===== src/design/wpbd_pkg.sv =====
// Shared types and constants for the windowed price breakout detector.
`default_nettype none

package wpbd_pkg;

	localparam int TIME_W   = 48;
	localparam int PRICE_W  = 24;
	localparam int WINDOW_W = 16;

	localparam int RING_DEPTH_DEFAULT = 1024;

	localparam logic [WINDOW_W-1:0] WINDOW_RESET = WINDOW_W'(1500);
	localparam logic [PRICE_W-1:0]  PRICE_MAX    = {PRICE_W{1'b1}};

	typedef enum logic [1:0] {
		ST_IDLE,
		ST_WALK,
		ST_FINISH
	} wpbd_state_t;

	typedef struct packed {
		logic start;
		logic walk;
		logic finish;
	} wpbd_cmd_t;

	typedef struct packed {
		logic walk_done;
		logic out_free;
	} wpbd_status_t;

endpackage

`default_nettype wire


===== src/design/wpbd_ctrl.sv =====
// Controller state machine that sequences the accept, walk and finish phases.
`default_nettype none

module wpbd_ctrl (
	input  wire                    clk,
	input  wire                    arst_n,
	input  wire                    in_valid,
	output logic                   in_ready,
	input  wpbd_pkg::wpbd_status_t status,
	output wpbd_pkg::wpbd_cmd_t    cmd
);
	import wpbd_pkg::*;

	wpbd_state_t state_q;
	wpbd_state_t state_nxt;

	always_ff @(posedge clk or negedge arst_n) begin
		if (!arst_n) begin
			state_q <= ST_IDLE;
		end else begin
			state_q <= state_nxt;
		end
	end

	always_comb begin
		state_nxt  = state_q;
		in_ready   = 1'b0;
		cmd        = '0;
		case (state_q)
			ST_IDLE: begin
				in_ready = 1'b1;
				if (in_valid) begin
					cmd.start = 1'b1;
					state_nxt = ST_WALK;
				end
			end
			ST_WALK: begin
				cmd.walk = 1'b1;
				if (status.walk_done) begin
					state_nxt = ST_FINISH;
				end
			end
			ST_FINISH: begin
				// Hold the finished range until the output register is free.
				if (status.out_free) begin
					cmd.finish = 1'b1;
					state_nxt  = ST_IDLE;
				end
			end
			default: begin
				state_nxt = ST_IDLE;
			end
		endcase
	end

endmodule

`default_nettype wire


===== config.mk =====
export PLATFORM = sky130hd
export DESIGN_NAME = wpbd_ctrl
export DESIGN_NICKNAME = d
export VERILOG_FILES = /design/src/design/wpbd_pkg.sv /design/src/design/wpbd_ctrl.sv
export SDC_FILE = /design/constraint.sdc
export NUM_CORES = 1
export LEC_CHECK = 0
export BUFFER_PORTS_ARGS = -buffer_cell sky130_fd_sc_hd__buf_2
export CORE_AREA = 3 3 40 42
export CTS_CLUSTER_DIAMETER = 150
export DETAILED_ROUTE_END_ITERATION = 12
export DIE_AREA = 0 0 43 45
export GPL_TIMING_DRIVEN = 0
export PLACE_DENSITY = 0.3
export SLEW_MARGIN = 20
export SYNTH_ARGS = -nofsm -noshare
export SYNTH_HDL_FRONTEND = slang
export SYNTH_SLANG_ARGS = --single-unit
export TNS_END_PERCENT = 1

===== constraint.sdc =====
create_clock -name clk -period 1.2 [get_ports clk]
set_input_delay 0.06 -clock clk [delete_from_list [all_inputs] [get_ports clk]]
set_output_delay 0.06 -clock clk [all_outputs]
set_load 0.02 [all_outputs]

# After elaboration in Yosys (flattened, before gate mapping)
# Cells that the tools add are included.
[classes] addsub=0 n_mul=0 div_mod_pow=0 magnitude_cmp=0 eq_ne=5 shifts=0 muxes=10 bitwise=0 reduce_logical=2
[ops] operator="$mux W1" n=6
[ops] operator="$mux W2" n=3
[ops] operator="$ne A2 B2 Y1 const B" n=3
[ops] operator="$pmux W2 S3" n=1
[ops] operator="$reduce_and A3 Y1" n=1
[ops] operator="$eq A2 B1 Y1 const B" n=1
[ops] operator="$eq A2 B2 Y1 const B" n=1
[ops] operator="$logic_not A2 Y1" n=1
[word_totals] reg_bits=2 latchBits=0 ram_bits=0 rom_bits=0 in_bits=5 n_memories=0

# Logic depth before layout (Yosys ltp)
# Gate-level depths: netlist (run 1).
[depth] word_depth=3 ltp_mapped=2 depth_no_buf=2

# Worst setup path after synthesis (run 1)
# No wires, ideal clock.
[synth_path] path_kind="reg-to-output" start="register state_q[0]" end="output cmd[2] (netlist bit)" t_arrival_ns=1.044 required_time_ns=1.140 slack_ns=0.096 stages_incl_launch_ff=3 path_buffers=0 path_cell_list="dfrtp_1 nor2_1 and2_1"
[synth_rtl] item="from (decl)" line="wpbd_ctrl.sv:14" rtl="wpbd_state_t state_q;"
[synth_rtl] item="from (signal assigned)" line="wpbd_ctrl.sv:21" rtl="state_q <= state_nxt;"
[synth_rtl] item="to (decl)" line="wpbd_ctrl.sv:10" rtl="output wpbd_pkg::wpbd_cmd_t cmd"

==> flow_summary.toml, run 1 <==
[outcome]
run_status = "finished, final reports clean"

[synthesis]
synth_nets = 16
synth_area_per_cell_um2 = 10.2
ys_ff_latch = 2
synth_sequential_area_ratio_pct = 44.4
synth_top_cell_area_share_pct = 44.4
synth_area_leader_cell = "sky130_fd_sc_hd__dfrtp_1"
synth_top_cells_by_area = "sky130_fd_sc_hd__dfrtp_1, sky130_fd_sc_hd__nor2b_4, sky130_fd_sc_hd__nor3b_2"
synthCells = 11
netlist_area_um2 = 113
synthesis.yosys.warnings = 0
synth.distinct_cells = 8

[cells_and_area]
mostFrequentLayoutCell = "sky130_fd_sc_hd__buf_2"
drive_above_1_share_pct = 69.6
multi_input_area_um2 = 65.1
largestRegisters = "state_q: 2 flops"
register_cell_area_after_layout_um2 = 52.6
stdcell_area_um2 = 211
n_fill_cell = 144
diode_count = 0
fin_nets = 30
largest_register_ffs = 2
layoutNonFillerInstCount = 38
finish.utilization_pct = 16.5
mostFrequentLayoutCells = "sky130_fd_sc_hd__buf_2, sky130_fd_sc_hd__clkbuf_4, sky130_fd_sc_hd__nor2_1, sky130_fd_sc_hd__dfrtp_2"
area_delta_synth_final_pct = 87.8
register_with_the_highest_flop_count = "state_q"

[worst_hold_path]
hold_path.class = "input port to flop"

[clock_network]
clkSlewWorstSetupHoldPaths_ns = 0.03
cts_tree = "done"
clock_insertion_delay_worst_skew_ns = 0.22
root_buffer = "sky130_fd_sc_hd__clkbuf_4"
cts.sinks = 2
tritoncts.num_buffers = 3
clock_tree.buffer_depth = 2
ctsHtreeMaxLevel = 1

[timing]
fin_ws_ns = 0.105
fin_crit_sh_pct = 91.3
timing.fmax_mhz = 913
final_clock_skew_ns = 0.00276
slew_viol_final = 0
grt_setup_unrepaired = "no"
finalHoldViolCount = 0
tightestPinTransition_ns = 0.207
max-slew-margin-rel_pct = 86.1
final-setup-viol-count = 0
fin_crit_ns = 1.10
timing.setup.tns_ns = 0

[floorplanning]
chipWidth_um = 43
ioPinCount = 9
core-area_um2 = 1280
die_height_um = 45
die-area_um2 = 1940
floorplan.rows = 13
start_util_pct = 8.76

[grt]
via_count_of_the_first_global_routing_pass = 115
grt_first_pass_wirelength_um = 538
grt_start_max_net_pins = 7
antenna_found_initial = 0
overflow = 0
total_global_routing_track_utilization_pct = 4.25

[detailed_routing]
detailedRoute.firstPassIterationCount = 2
detail_route.iter0.violations = 2
detail_route.drc_violations = 0
wl_per_cell_um = 8.34
antenna_violating_nets_post_route = 0
dr_total_vias = 125
post_drt_via_cell_ratio = 3.29
finalWirelength_um = 317

[critical_path]
slowest_stage = "sky130_fd_sc_hd__dfrtp_2"
reg2reg_setup_slack_ns = 0.32
timing.critical_path.slowest_cell_delay_ns = 0.44
crit_chain = "nor2_2 -> and2_1 -> buf_4"
cp_data_required_time_ns = 1.14
critPathCaptureType = "primary output"
critPathArrivalTime_ns = 1.04
critPathMaxFanout = 6
worstSetupPathType = "flop to primary output"
critical_path.startpoint_type = "flop"

[place]
placement.cell_area_um2 = 171
buffer_ports.inserted = 8
dpl.cell_count = 34
dp_hpwl_um = 240
pre_cts_slack_ns = 0.296
gpl.final_weighted_congestion = 0.729

[pwr]
power_per_cell_area_nw_per_um2 = 2740
irDropWorstVdd_mv = 0.879
leakage_nw = 0.106

[flow_run]
cap_viol_max_count = 0
## metrics by stage
stage,power [mW],hold slack (ns)
5_1_grt,0.630,0.0363
6_report,0.580,0.0397
2_1_floorplan,0.322,-0.236
3_3_place_gp,0.402,-0.154
4_1_cts,0.567,0.0398
3_5_place_dp,0.407,-0.152
## layout make-up
| type | count | share of cell area [%] |
|---|---|---|
| Multi-Input combinational cell | 9 | 30.8 |
| Sequential cell | 2 | 24.9 |
| Tap cell | 15 | 8.88 |
| Timing Repair Buffer | 9 | 24.9 |
| Clock buffer | 3 | 10.7 |
## where the power goes
| group | switching (mW) | internal (mW) | total (mW) |
|---|---|---|---|
| logic | 0.138 | 0.125 | 0.263 |
| registers | 0.0625 | 0.107 | 0.169 |
| clock network | 0.0378 | 0.110 | 0.148 |
| total | 0.239 | 0.342 | 0.580 |
## worst max-delay path, delay by kind of cell (launching register included)
| kind | cells | cell delay, ns |
|---|---|---|
| flops | 1 | 0.44 |
| simple gates | 2 | 0.25 |
| buf+inv | 1 | 0.13 |
## kinds of logic (layout without fill, tap and decap cells)
group,count (synthesis),after routing,share of synthesized area (%)
AOI/OAI and AO/OA,2,2,13.3
buffers and inverters,0,12,0
DFF,2,2,44.4
and+or+nand+nor,7,7,42.2
## timing repair
item                                    4_1_cts  5_1_grt
buffers inserted                              0        0
resized for setup                             0        4
hold buffers                                  1        0
endpoints found under the hold margin         2        0
endpoints found under the setup margin        0        1
## final timing paths
check,from,endpoint,cells after the start
setup / recovery,state_q[0],cmd[2],3
hold / removal,status[1],state_q[0],2
setup reg to reg,state_q[1],state_q[1],2
hold reg to reg,state_q[1],state_q[0],1
max in group asynchronous,arst_n,state_q[0],2
min in group asynchronous,arst_n,state_q[1],2
## metal layers
layer,GRT usage (%),wire (um)
met2,3.29,92
met1,5.56,173
met4,3.61,0
met5,0,0
met3,4.38,51
## cell usage after synthesis
master	instances
sky130_fd_sc_hd__dfrtp_1	2
sky130_fd_sc_hd__and2_1	1
sky130_fd_sc_hd__a211oi_1	1
sky130_fd_sc_hd__a21o_1	1
sky130_fd_sc_hd__nor2b_4	1
sky130_fd_sc_hd__nor2_1	3
sky130_fd_sc_hd__nor3b_2	1
sky130_fd_sc_hd__nand2_1	1
Note: power is estimated with default switching activity, not from simulation.
==> inputs of run 2 (changes only) <==
==> constraint.sdc (replaced) <==
create_clock -name clk -period 1.3 [get_ports clk]
set_input_delay 0.065 -clock clk [delete_from_list [all_inputs] [get_ports clk]]
set_output_delay 0.065 -clock clk [all_outputs]
set_load 0.02 [all_outputs]
==> run 2 against run 1 <==
Combinational power shrank 12%. Utilization shrank 0.58 points. Worst setup slack gained 0.059 ns. Wire length shrank 6.0%. Clock skew is essentially flat. Critical endpoint unchanged.
==> flow_summary.toml, run 2 (synthesized netlist as in run 1, its figures left out) <==
[outcome]
run_status = "finished, final reports clean"

[place]
pre_cts_slack_ns = 0.391
buffer_ports.inserted = 8
dpl.cell_count = 34
dp_hpwl_um = 240
gpl.final_weighted_congestion = 0.729

[worst_hold_path]
hold_path.class = "input port to flop"

[critical_path]
timing.rr.end = "state_q[1]"
crit_path_start = "state_q[0]"
crit_chain = "nor2_1 -> and2_1 -> buf_2"
cp_data_required_time_ns = 1.24
critPathMaxFanout = 6
reg2reg_from = "state_q[1]"
worstSetupPathType = "flop to primary output"
reg2reg_setup_slack_ns = 0.43
timing.critical_path.slowest_cell_delay_ns = 0.43
critical_path.startpoint_type = "flop"
setup.worst_path.end = "cmd[2]"
critPathCaptureType = "primary output"
r2r_cells = 2
critPathArrivalTime_ns = 1.07
slowest_stage = "sky130_fd_sc_hd__dfrtp_1"

[pwr]
power.internal_mw = 0.299
sw_frac_of_total_pct = 41.2
clockPowerShare_pct = 26.9
power.net_switching_mw = 0.210
power_per_cell_area_nw_per_um2 = 2500
pwr-share-comb_pct = 45.4
power.share.sequential_pct = 27.7
leakage_nw = 0.108
irDropWorstVdd_mv = 0.759

[clock_network]
tritoncts.num_buffers = 3
clkSlewWorstSetupHoldPaths_ns = 0.03
clock_insertion_delay_worst_skew_ns = 0.22
ctsHtreeMaxLevel = 1
root_buffer = "sky130_fd_sc_hd__clkbuf_4"
clock_tree.buffer_depth = 2
cts.sinks = 2
cts_tree = "done"
postCtsSetupRepairBufs = 0

[grt]
use_met3_pct = 4.38
grt_start_max_net_pins = 7
globalRouteMet1Util_pct = 5.56
grt_busiest_layer = "met1"
grt_first_pass_wirelength_um = 538
grt_util_met2_pct = 3.29
overflow = 0
antenna_found_initial = 0
total_global_routing_track_utilization_pct = 4.25
via_count_of_the_first_global_routing_pass = 115

[cells_and_area]
largestRegisters = "state_q: 2 flops"
area_delta_synth_final_pct = 81.1
largest_register_ffs = 2
n_fill_cell = 142
drive_above_1_share_pct = 56.5
fin_nets = 30
mostFrequentLayoutCell = "sky130_fd_sc_hd__buf_2"
diode_count = 0
register_with_the_highest_flop_count = "state_q"
layoutNonFillerInstCount = 38
mostFrequentLayoutCells = "sky130_fd_sc_hd__buf_2, sky130_fd_sc_hd__nor2_1, sky130_fd_sc_hd__clkbuf_4"

[floorplanning]
die-area_um2 = 1940
ioPinCount = 9
chipWidth_um = 43
start_util_pct = 8.76
die_height_um = 45
core-area_um2 = 1280
floorplan.rows = 13

[detailed_routing]
post_drt_via_cell_ratio = 3.24
finalWirelength_um = 298
dr_total_vias = 123
detail_route.iter0.violations = 3
wl_per_cell_um = 7.84
detail_route.drc_violations = 0
detailedRoute.firstPassIterationCount = 2
antenna_violating_nets_post_route = 0

[timing]
fin_crit_ns = 1.14
timing.setup.tns_ns = 0
grt_setup_unrepaired = "no"
finalHoldViolCount = 0
slew_viol_final = 0
fin_ws_ns = 0.164
max-slew-margin-rel_pct = 86.2
fin_crit_sh_pct = 87.4
tightestPinTransition_ns = 0.205
final-setup-viol-count = 0
holdWs_ns = 0.0466
final_clock_skew_ns = 0.00258
timing.fmax_mhz = 880

[flow_run]
cap_viol_max_count = 0
[run 2: area by class of cell]
type	instances	area, um^2	area share [%]
Multi-Input combinational cell	9	62.6	30.7
Clock buffer	3	22.5	11.0
Timing Repair Buffer	9	50.0	24.5
Tap cell	15	18.8	9.20
Sequential cell	2	50.0	24.5
[run 2: routing by layer]
metal | vias to the layer above | wire, um
met4 | 0 | 0
li1 | 62 | -
met2 | 9 | 86
met1 | 52 | 159
met3 | 0 | 52
met5 | - | 0
[run 2: what timing repair did]
item                      4_1_cts  5_1_grt
hold endpoints to repair        2        0
hold buffers                    1        0
gates resized for setup         0        0
[run 2: worst min path at each step]
| stage | startpoint | end | slack [ns] | cells after the start |
|---|---|---|---|---|
| floorplan | arst_n | state_q[0] | -0.23 | 0 |
| global placement | arst_n | state_q[0] | -0.15 | 1 |
| detailed placement | arst_n | state_q[0] | -0.15 | 1 |
| CTS | status[1] | state_q[0] | 0.04 | 2 |
| global route | status[1] | state_q[0] | 0.04 | 2 |
| finish | status[1] | state_q[0] | 0.05 | 2 |
[run 2: critical path: cells and delay by family (launching register included)]
family | cells | cell delay, ns
DFF | 1 | 0.43
buffers and inverters | 1 | 0.15
and+or+nand+nor | 2 | 0.27
[run 2: power groups by stage]
stage / logic, mW / registers [mW] / clock network, mW
floorplan: 0.164 / 0.133 / 0
global placement: 0.232 / 0.139 / 0
detailed placement: 0.234 / 0.142 / 0
CTS: 0.237 / 0.141 / 0.146
global route: 0.256 / 0.151 / 0.155
finish: 0.231 / 0.141 / 0.137
[run 2: per-stage QoR]
stage	power, mW	instance area, um^2	utilization (%)
after floorplan	0.297	113	-
after global placement	0.371	171	13.3
after detailed placement	0.376	171	13.3
after CTS	0.524	204	15.9
after global routing	0.562	204	15.9
final	0.509	204	15.9
